<file path="src/design/block_average_level_meter_core_assert.svh">
// ---------------------------------------------------------------------------
// Assertion macros for the block average level meter
// Shared property wrappers on the clk and rst_n of the including module.
// ---------------------------------------------------------------------------
`ifndef BLOCK_AVERAGE_LEVEL_METER_CORE_ASSERT_SVH
`define BLOCK_AVERAGE_LEVEL_METER_CORE_ASSERT_SVH

// Property checked outside reset only.
`define BALM_ASSERT(lbl, prop, msg) \
    lbl: assert property (@(posedge clk) disable iff (!rst_n) prop) \
    else $error(msg);

// Property that must also hold while reset is asserted.
`define BALM_ASSERT_ALWAYS(lbl, prop, msg) \
    lbl: assert property (@(posedge clk) prop) else $error(msg);

`endif

</file>
<file path="src/design/balm_pkg.sv">
// ---------------------------------------------------------------------------
// Block average level meter package
// Sizes, register indexes, reset values, state codes and the control word
// that drives the serial sum and divide unit.
// ---------------------------------------------------------------------------
package balm_pkg;

    // Fixed field and state widths.
    localparam int LEVEL_BITS   = 16;
    localparam int CFG_BITS     = 16;
    localparam int SUM_BITS     = 32;
    localparam int STEP_BITS    = $clog2(SUM_BITS);
    localparam int CFG_IDX_BITS = 1;
    localparam int FLAG_BITS    = 2;

    // Register indexes of the configuration port.
    localparam logic [CFG_IDX_BITS-1:0] REG_WINDOW_LENGTH  = 1'd0;
    localparam logic [CFG_IDX_BITS-1:0] REG_CLIP_THRESHOLD = 1'd1;

    // Reset values and the shortest window that setup allows.
    localparam logic [CFG_BITS-1:0] WINDOW_RESET = 16'd1024;
    localparam logic [CFG_BITS-1:0] CLIP_RESET   = 16'd32440;
    localparam logic [CFG_BITS-1:0] MIN_WINDOW   = 16'd100;

    // Sequencer states, one-hot.
    typedef enum logic [3:0] {
        ST_IDLE = 4'b0001,
        ST_ADD  = 4'b0010,
        ST_DIV  = 4'b0100,
        ST_DONE = 4'b1000
    } balm_state_t;

    // Control word from the sequencer to the serial unit.
    typedef struct packed {
        logic load;      // take a new magnitude, clear carry and remainder
        logic add_step;  // one bit of the serial add
        logic add_last;  // final add bit, saturate on carry out
        logic div_step;  // one bit of the restoring division
        logic clear;     // window closed, empty the sum
    } balm_ctrl_t;

endpackage

</file>
<file path="src/design/block_average_level_meter_core.sv">
// ---------------------------------------------------------------------------
// Block average level meter core
// Averages sample magnitudes over a configurable window and keeps a
// sticky clip flag; one result word for every sample word.
// ---------------------------------------------------------------------------
//  Channel  | Direction | Signals                        | Content
//  ---------+-----------+--------------------------------+---------------------
//  s_       | in        | s_tvalid s_tready s_tdata      | sample
//  m_       | out       | m_tvalid m_tready m_tdata m_tuser | level, flags
//  cfg_     | in        | cfg_we cfg_index cfg_data      | register writes
//
//  A sample word passes from acceptance through the bit-serial add and
//  the hand-off of the result back to idle, where the next word is taken.
//  A word that closes a window also passes through the one-bit-per-cycle
//  restoring divider before the hand-off. The next sample is taken while the
//  previous result still waits in the output register; a result stalled
//  there holds the sequencer only in its hand-off cycle. Reset is
//  asynchronous and needs no clearing pass.
// ---------------------------------------------------------------------------
`include "block_average_level_meter_core_assert.svh"

module block_average_level_meter_core #(
    parameter int SAMPLE_BITS = 16
) (
    input  logic                                   clk,
    input  logic                                   rst_n,
    // Sample stream.
    input  logic                                   s_tvalid,
    output logic                                   s_tready,
    input  logic [((SAMPLE_BITS+7)/8)*8-1:0]       s_tdata,   // sample
    // Result stream.
    output logic                                   m_tvalid,
    input  logic                                   m_tready,
    output logic [balm_pkg::LEVEL_BITS-1:0]        m_tdata,   // level
    output logic [balm_pkg::FLAG_BITS-1:0]         m_tuser,   // clipped, level_valid
    // Configuration writes.
    input  logic                                   cfg_we,
    input  logic [balm_pkg::CFG_IDX_BITS-1:0]      cfg_index,
    input  logic [balm_pkg::CFG_BITS-1:0]          cfg_data
);
    import balm_pkg::*;

    localparam int CMP_BITS = (SAMPLE_BITS > CFG_BITS) ? SAMPLE_BITS : CFG_BITS;

    balm_state_t          state_reg;
    balm_state_t          state_next;
    logic [STEP_BITS-1:0] step_reg;
    logic [STEP_BITS-1:0] step_next;

    logic [CFG_BITS-1:0]  window_length_reg;
    logic [CFG_BITS-1:0]  clip_threshold_reg;
    logic [CFG_BITS-1:0]  sample_count_reg;
    logic [CFG_BITS-1:0]  sample_count_next;
    logic                 complete_reg;
    logic                 complete_next;
    logic                 clip_latch_reg;
    logic                 clip_latch_next;
    logic [LEVEL_BITS-1:0] level_hold_reg;
    logic [LEVEL_BITS-1:0] level_hold_next;
    logic                 m_tvalid_reg;
    logic                 m_tvalid_next;
    logic [FLAG_BITS-1:0] m_tuser_reg;
    logic [FLAG_BITS-1:0] m_tuser_next;

    logic [SAMPLE_BITS-1:0] sample_v;
    logic [SAMPLE_BITS-1:0] mag;
    logic [CFG_BITS-1:0]    len_eff;
    logic [CFG_BITS-1:0]    count_inc;
    logic                   s_fire;
    logic                   step_done;
    logic                   out_free;
    logic [LEVEL_BITS-1:0]  unit_level;
    balm_ctrl_t             ctrl;

    // Magnitude of the sample; the most negative code maps to full scale.
    assign sample_v = s_tdata[SAMPLE_BITS-1:0];
    assign mag      = sample_v[SAMPLE_BITS-1] ? (~sample_v + SAMPLE_BITS'(1)) : sample_v;

    assign len_eff   = (window_length_reg < MIN_WINDOW) ? MIN_WINDOW : window_length_reg;
    assign count_inc = sample_count_reg + CFG_BITS'(1);

    assign s_tready  = (state_reg == ST_IDLE);
    assign s_fire    = s_tvalid && s_tready;
    assign step_done = (step_reg == STEP_BITS'(SUM_BITS - 1));
    assign out_free  = !m_tvalid_reg || m_tready;

    // Sequencer and per-sample bookkeeping.
    always_comb
    begin
        state_next        = state_reg;
        step_next         = step_reg;
        sample_count_next = sample_count_reg;
        complete_next     = complete_reg;
        clip_latch_next   = clip_latch_reg;
        level_hold_next   = level_hold_reg;
        m_tvalid_next     = m_tvalid_reg && !m_tready;
        m_tuser_next      = m_tuser_reg;
        ctrl              = '0;
        case (state_reg)
            ST_IDLE:
            begin
                if (s_fire)
                begin
                    ctrl.load         = 1'b1;
                    complete_next     = (count_inc >= len_eff);
                    sample_count_next = (count_inc >= len_eff) ? '0 : count_inc;
                    if (CMP_BITS'(mag) >= CMP_BITS'(clip_threshold_reg))
                    begin
                        clip_latch_next = 1'b1;
                    end
                    step_next  = '0;
                    state_next = ST_ADD;
                end
            end
            ST_ADD:
            begin
                ctrl.add_step = 1'b1;
                ctrl.add_last = step_done;
                step_next     = step_reg + STEP_BITS'(1);
                if (step_done)
                begin
                    step_next  = '0;
                    state_next = complete_reg ? ST_DIV : ST_DONE;
                end
            end
            ST_DIV:
            begin
                ctrl.div_step = 1'b1;
                step_next     = step_reg + STEP_BITS'(1);
                if (step_done)
                begin
                    step_next  = '0;
                    state_next = ST_DONE;
                end
            end
            ST_DONE:
            begin
                if (out_free)
                begin
                    if (complete_reg)
                    begin
                        level_hold_next = unit_level;
                        ctrl.clear      = 1'b1;
                    end
                    m_tvalid_next = 1'b1;
                    m_tuser_next  = {clip_latch_reg, complete_reg};
                    state_next    = ST_IDLE;
                end
            end
            default:
            begin
                state_next = ST_IDLE;
                step_next  = '0;
            end
        endcase
    end

    // Control and architectural state.
    always_ff @(posedge clk or negedge rst_n)
    begin
        if (!rst_n)
        begin
            state_reg          <= ST_IDLE;
            step_reg           <= '0;
            window_length_reg  <= WINDOW_RESET;
            clip_threshold_reg <= CLIP_RESET;
            sample_count_reg   <= '0;
            complete_reg       <= 1'b0;
            clip_latch_reg     <= 1'b0;
            level_hold_reg     <= '0;
            m_tvalid_reg       <= 1'b0;
        end
        else
        begin
            state_reg        <= state_next;
            step_reg         <= step_next;
            sample_count_reg <= sample_count_next;
            complete_reg     <= complete_next;
            clip_latch_reg   <= clip_latch_next;
            level_hold_reg   <= level_hold_next;
            m_tvalid_reg     <= m_tvalid_next;
            if (cfg_we)
            begin
                case (cfg_index)
                    REG_WINDOW_LENGTH:  window_length_reg  <= cfg_data;
                    REG_CLIP_THRESHOLD: clip_threshold_reg <= cfg_data;
                    default:
                    begin
                    end
                endcase
            end
        end
    end

    // Result flags ride with the output word.
    always_ff @(posedge clk)
    begin
        m_tuser_reg <= m_tuser_next;
    end

    // Serial sum and divide datapath.
    balm_serial_unit #(
        .MAG_BITS (SAMPLE_BITS)
    ) u_serial (
        .clk   (clk),
        .rst_n (rst_n),
        .ctrl  (ctrl),
        .mag   (mag),
        .len   (len_eff),
        .level (unit_level)
    );

    assign m_tvalid = m_tvalid_reg;
    assign m_tdata  = level_hold_reg;
    assign m_tuser  = m_tuser_reg;

    `BALM_ASSERT_ALWAYS(a_step_only_busy,
                        (step_reg != '0) |-> (state_reg == ST_ADD || state_reg == ST_DIV),
                        "step counter running outside the add or divide phase")
    `BALM_ASSERT(a_accept_starts_add, s_fire |=> (state_reg == ST_ADD),
                 "accepted word did not start the serial add")
    `BALM_ASSERT(a_skip_div, (state_reg == ST_ADD && step_done && !complete_reg)
                 |=> (state_reg == ST_DONE),
                 "division entered without a closed window")
    `BALM_ASSERT(a_clip_sticky, !$fell(clip_latch_reg),
                 "clip flag cleared outside reset")

endmodule

</file>
<file path="src/design/balm_serial_unit.sv">
// ---------------------------------------------------------------------------
// Block average level meter serial sum and divide unit
// Holds the magnitude sum, adds a magnitude one bit per cycle with a
// saturating carry out, and divides the sum by the window length one
// quotient bit per cycle in place.
// ---------------------------------------------------------------------------
`include "block_average_level_meter_core_assert.svh"

module balm_serial_unit #(
    parameter int MAG_BITS = 16
) (
    input  logic                            clk,
    input  logic                            rst_n,
    input  balm_pkg::balm_ctrl_t            ctrl,
    input  logic [MAG_BITS-1:0]             mag,
    input  logic [balm_pkg::CFG_BITS-1:0]   len,
    output logic [balm_pkg::LEVEL_BITS-1:0] level
);
    import balm_pkg::*;

    logic [SUM_BITS-1:0] sum_reg;
    logic [SUM_BITS-1:0] sum_next;
    logic [MAG_BITS-1:0] mag_reg;
    logic [MAG_BITS-1:0] mag_next;
    logic                carry_reg;
    logic                carry_next;
    logic [CFG_BITS-1:0] rem_reg;
    logic [CFG_BITS-1:0] rem_next;

    logic                add_bit;
    logic                add_carry;
    logic [CFG_BITS:0]   trial;
    logic [CFG_BITS:0]   trial_diff;
    logic                trial_ge;

    // One full-adder slice on the low bits of the sum and the magnitude.
    assign add_bit   = sum_reg[0] ^ mag_reg[0] ^ carry_reg;
    assign add_carry = (sum_reg[0] & mag_reg[0]) | (sum_reg[0] & carry_reg)
                     | (mag_reg[0] & carry_reg);

    // One restoring division step: bring down the sum's top bit.
    assign trial      = {rem_reg, sum_reg[SUM_BITS-1]};
    assign trial_diff = trial - {1'b0, len};
    assign trial_ge   = (trial >= {1'b0, len});

    // Next state of the serial datapath.
    always_comb
    begin
        sum_next   = sum_reg;
        mag_next   = mag_reg;
        carry_next = carry_reg;
        rem_next   = rem_reg;
        if (ctrl.load)
        begin
            mag_next   = mag;
            carry_next = 1'b0;
            rem_next   = '0;
        end
        else if (ctrl.add_step)
        begin
            mag_next   = mag_reg >> 1;
            carry_next = add_carry;
            if (ctrl.add_last && add_carry)
            begin
                sum_next = '1;
            end
            else
            begin
                sum_next = {add_bit, sum_reg[SUM_BITS-1:1]};
            end
        end
        else if (ctrl.div_step)
        begin
            rem_next = trial_ge ? trial_diff[CFG_BITS-1:0] : trial[CFG_BITS-1:0];
            sum_next = {sum_reg[SUM_BITS-2:0], trial_ge};
        end
        else if (ctrl.clear)
        begin
            sum_next = '0;
        end
    end

    // The sum is architectural state and resets to zero.
    always_ff @(posedge clk or negedge rst_n)
    begin
        if (!rst_n)
        begin
            sum_reg <= '0;
        end
        else
        begin
            sum_reg <= sum_next;
        end
    end

    // Working registers of the serial steps.
    always_ff @(posedge clk)
    begin
        mag_reg   <= mag_next;
        carry_reg <= carry_next;
        rem_reg   <= rem_next;
    end

    // Quotient read out of the sum register, saturated to the level width.
    assign level = (|sum_reg[SUM_BITS-1:LEVEL_BITS]) ? '1 : sum_reg[LEVEL_BITS-1:0];

    `BALM_ASSERT(a_rem_below_len, ctrl.div_step |=> (rem_reg < len),
                 "division remainder reached the window length")
    `BALM_ASSERT(a_clear_empties, ctrl.clear |=> (sum_reg == '0),
                 "sum not empty after a window closed")

endmodule
</file>
<file path="config.mk">
export PLATFORM = sky130hd
export DESIGN_NAME = block_average_level_meter_core
export DESIGN_NICKNAME = d
export VERILOG_FILES = /design/src/design/balm_pkg.sv /design/src/design/block_average_level_meter_core.sv /design/src/design/balm_serial_unit.sv
export VERILOG_INCLUDE_DIRS = /design/src /design/src/design
export SDC_FILE = /design/constraint.sdc
export NUM_CORES = 1
export LEC_CHECK = 0
export BUFFER_PORTS_ARGS = -buffer_cell sky130_fd_sc_hd__buf_2
export CAP_MARGIN = 25
export CORE_ASPECT_RATIO = 0.75
export CORE_MARGIN = 2
export CORE_UTILIZATION = 50
export CTS_CLUSTER_DIAMETER = 30
export DETAILED_ROUTE_END_ITERATION = 8
export PLACE_DENSITY_LB_ADDON = 0.3
export SYNTH_ARGS = -nofsm -noshare
export SYNTH_HDL_FRONTEND = slang
export SYNTH_HIERARCHICAL = 1
export SYNTH_SLANG_ARGS = --single-unit
</file>
<file path="constraint.sdc">
create_clock -name clk -period 4 [get_ports clk]
set_input_delay 0.4 -clock clk [delete_from_list [all_inputs] [get_ports clk]]
set_output_delay 0.4 -clock clk [all_outputs]
set_load 0.02 [all_outputs]
</file>
==> results.cfg <==
[cts]
cts.clk_slew.worst_paths_ns = 0.06
cts.path.max_buffers = 2
root_buffer = clkbuf_16
cts.sinks = 143
post-cts-setup-buffer-count = 0
cts_buffers = 17
cts_resized = 0
clk_latency_ns = 0.42
htreeDepth = 4
hold_buffers = 0
cts_tree = done

[timing]
final-setup-viol-count = 0
tightest_slew_ns = 0.773
rsz0062_at_grt = false
min_period_over_period_pct = 85.3
finalHoldViolations = 0
max_freq_ghz = 0.293
finalSetupTns_ns = 0
finClkSkew_ns = 0.00864
maxSlewHeadroom_pct = 48.4
finalMaxSlewViolations = 0
setup_ws_ns = 0.589
period_needed_ns = 3.41

[critical_path]
r2r.worst_path.cells = 11
regToRegSetupSlack_ns = 0.59
rr_startpoint = window_length_reg[2]
path_cells = o311ai_0, nand4_1, and2_1, ha_1, fa_1, nand2b_1, a21oi_1, a211oi_1, o311ai_0, mux2i_1, a211oi_1
critPathLaunchType = register
critPathSlowestCell = dfrtp_1
critical-path-max-stage-delay_ns = 0.40
cp.arrival_ns = 3.75
required_ns = 4.33
end_kind = register
r2r-end = u_serial/rem_reg[12]
crit_fanout = 7
crit_family = compound AO/OA/AOI/OAI gates
path_class = reg -> reg
crit_buf_inv = 0

[placement]
dp_cells = 1111
dp_slack_ns = 0.615
io_buffers = 57
placed_cell_area_um2 = 8910
dp_hpwl_mm = 13.4
place.gp.congestion = 0.899

[yosys]
yosysTopAreaCell = dfrtp_1
synth_seq_area_share_pct = 42.3
ys_async_sr_fraction_pct = 75.5
syn-instance-count = 882
ys.flop_type = dfrtp_1
ys_types = 73
yosys_register_bits = 143
synth_most_common_cell = dfrtp_1
synthTopCellsByArea = dfrtp_1 28%, ha_1 7.7%, mux2_2 7.0%, edfxtp_1 6.4%, dfxtp_1 4.0%
syn_nets = 974
synth_edf_count = 18
ys_warn_count = 6
synth_top_area_share_pct = 28.3
syn_area_um2 = 8500
syn_avg_cell_area_um2 = 9.64
synth_common_cells = 96 x dfrtp_1, 80 x nand2_1, 63 x inv_1, 63 x o21ai_0, 62 x nor2_1

[global_routing]
antenna_found_initial = 0
grt_pass1_vias = 6162
grt_usage_pct = 22.3
grt_max_degree = 59
grt_pass1_wl_mm = 31.8
grt_overflow = 0

[final_layout]
final_cells = 1143
largest_reg_flops = 32
diodes = 0
fin_nets = 1007
fin_area_um2 = 9520
num-fill-cells = 1446
drive_above_1_share_pct = 21.1
area_growth_syn_to_layout_pct = 11.9

[worst_hold_path]
worst_hold_path_type = in -> async

[floorplanning]
die_x_um = 155
dieArea_um2 = 18100
die_height_um = 117
io_pins = 58
rows = 41
core_um2 = 16700
start_util_pct = 50.8

[routing]
drc_errors = 0
viasPerCell = 5.79
num_vias = 6619
post_drt_wl_per_cell_um = 16.7
routed_wl_mm = 19.1
drtIter0Drc = 523
first_pass_iters = 7
antenna_left = 0

[run_status]
status = completed

[job]
max_cap_viol_count = 0

[pwr]
power.density_nw_per_um2 = 677
p_leak_nw = 4.20
ir_drop_v = 0.000264
-- final cells by class --
cell class,count,area [µm²],area share [%]
multi-input cells,623,4430,46.6
flip-flops and latches,143,3600,37.8
clock buffers,24,503,5.29
repair buffers,67,375,3.94
well taps,215,269,2.83
inverters,63,236,2.49
clock inverters,8,101,1.07
-- per-layer routing --
| layer | vias up | share of wire [%] | global-route usage (%) |
|---|---|---|---|
| li1 | 3210 | - | - |
| met1 | 3214 | 51 | 33.6 |
| met2 | 172 | 42 | 31.8 |
| met3 | 23 | 5.9 | 5.30 |
| met4 | 0 | 1.3 | 6.30 |
| met5 | - | 0 | 0 |
-- where the power goes --
| part | internal (W) | switching, W | leakage [nW] | total [W] |
|---|---|---|---|---|
| Combinational | 0.00101 | 0.00139 | 2.27 | 0.00240 |
| Sequential | 0.00203 | 0.000396 | 1.64 | 0.00242 |
| Clock | 0.00101 | 0.000608 | 0.296 | 0.00161 |
-- how the worst max path moves through the flow --
| stage | depth (start not counted) | start | slack (ns) | to |
|---|---|---|---|---|
| after floorplan | 15 | window_length_reg[4] | 1.04 | u_serial/rem_reg[12] |
| after global placement | 11 | window_length_reg[2] | 0.75 | u_serial/rem_reg[12] |
| after detailed placement | 11 | window_length_reg[2] | 0.62 | u_serial/rem_reg[12] |
| after CTS | 11 | window_length_reg[2] | 0.58 | u_serial/rem_reg[12] |
| after global routing | 11 | window_length_reg[2] | 0.34 | u_serial/rem_reg[12] |
| final | 11 | window_length_reg[2] | 0.59 | u_serial/rem_reg[12] |
-- placed cells by master, fill, tap and decap left out, types with 9 or more instances in the layout --
master / Yosys / final
a31oi_1: 39 / 39
dfrtp_1: 96 / 96
a211oi_1: 11 / 11
nor2b_1: 11 / 10
buf_2: 6 / 56
a22o_1: 16 / 16
nor4_1: 9 / 9
dfxtp_1: 17 / 17
buf_4: 1 / 10
nand4_1: 15 / 15
xor2_1: 13 / 13
inv_1: 63 / 63
edfxtp_1: 18 / 18
a21oi_1: 25 / 25
nor2_1: 62 / 61
nand2_1: 80 / 80
mux2_2: 53 / 53
xnor2_1: 25 / 25
nand2b_1: 13 / 13
dfstp_2: 12 / 12
nand3_1: 13 / 13
ha_1: 52 / 52
o21ai_0: 63 / 63
clkbuf_16: 0 / 18
a21o_1: 11 / 11
or2_2: 17 / 17
mux2i_1: 11 / 11
-- cell families (layout without fill, tap and decap cells) --
family / after synthesis / in the layout / synth area share [%]
multiplexers: 65 / 65 / 8.45
AND/OR/NAND/NOR: 260 / 260 / 15.6
flip-flops: 143 / 143 / 42.3
XOR/XNOR: 38 / 38 / 3.91
adder cells (fa/ha/maj): 54 / 54 / 8.12
buffers and inverters: 116 / 162 / 5.72
AO/OA/AOI/OAI: 206 / 206 / 15.9
-- through the flow --
step	utilization, %	total power, W	hold slack (ns)
6_report	56.9	0.00644	0.0509
4_1_cts	56.9	0.00645	0.0657
3_5_place_dp	53.3	0.00480	0.476
2_1_floorplan	-	0.00418	0.104
5_1_grt	56.9	0.00689	0.100
3_3_place_gp	53.3	0.00474	0.479
Power figures use the tool's default switching activity.
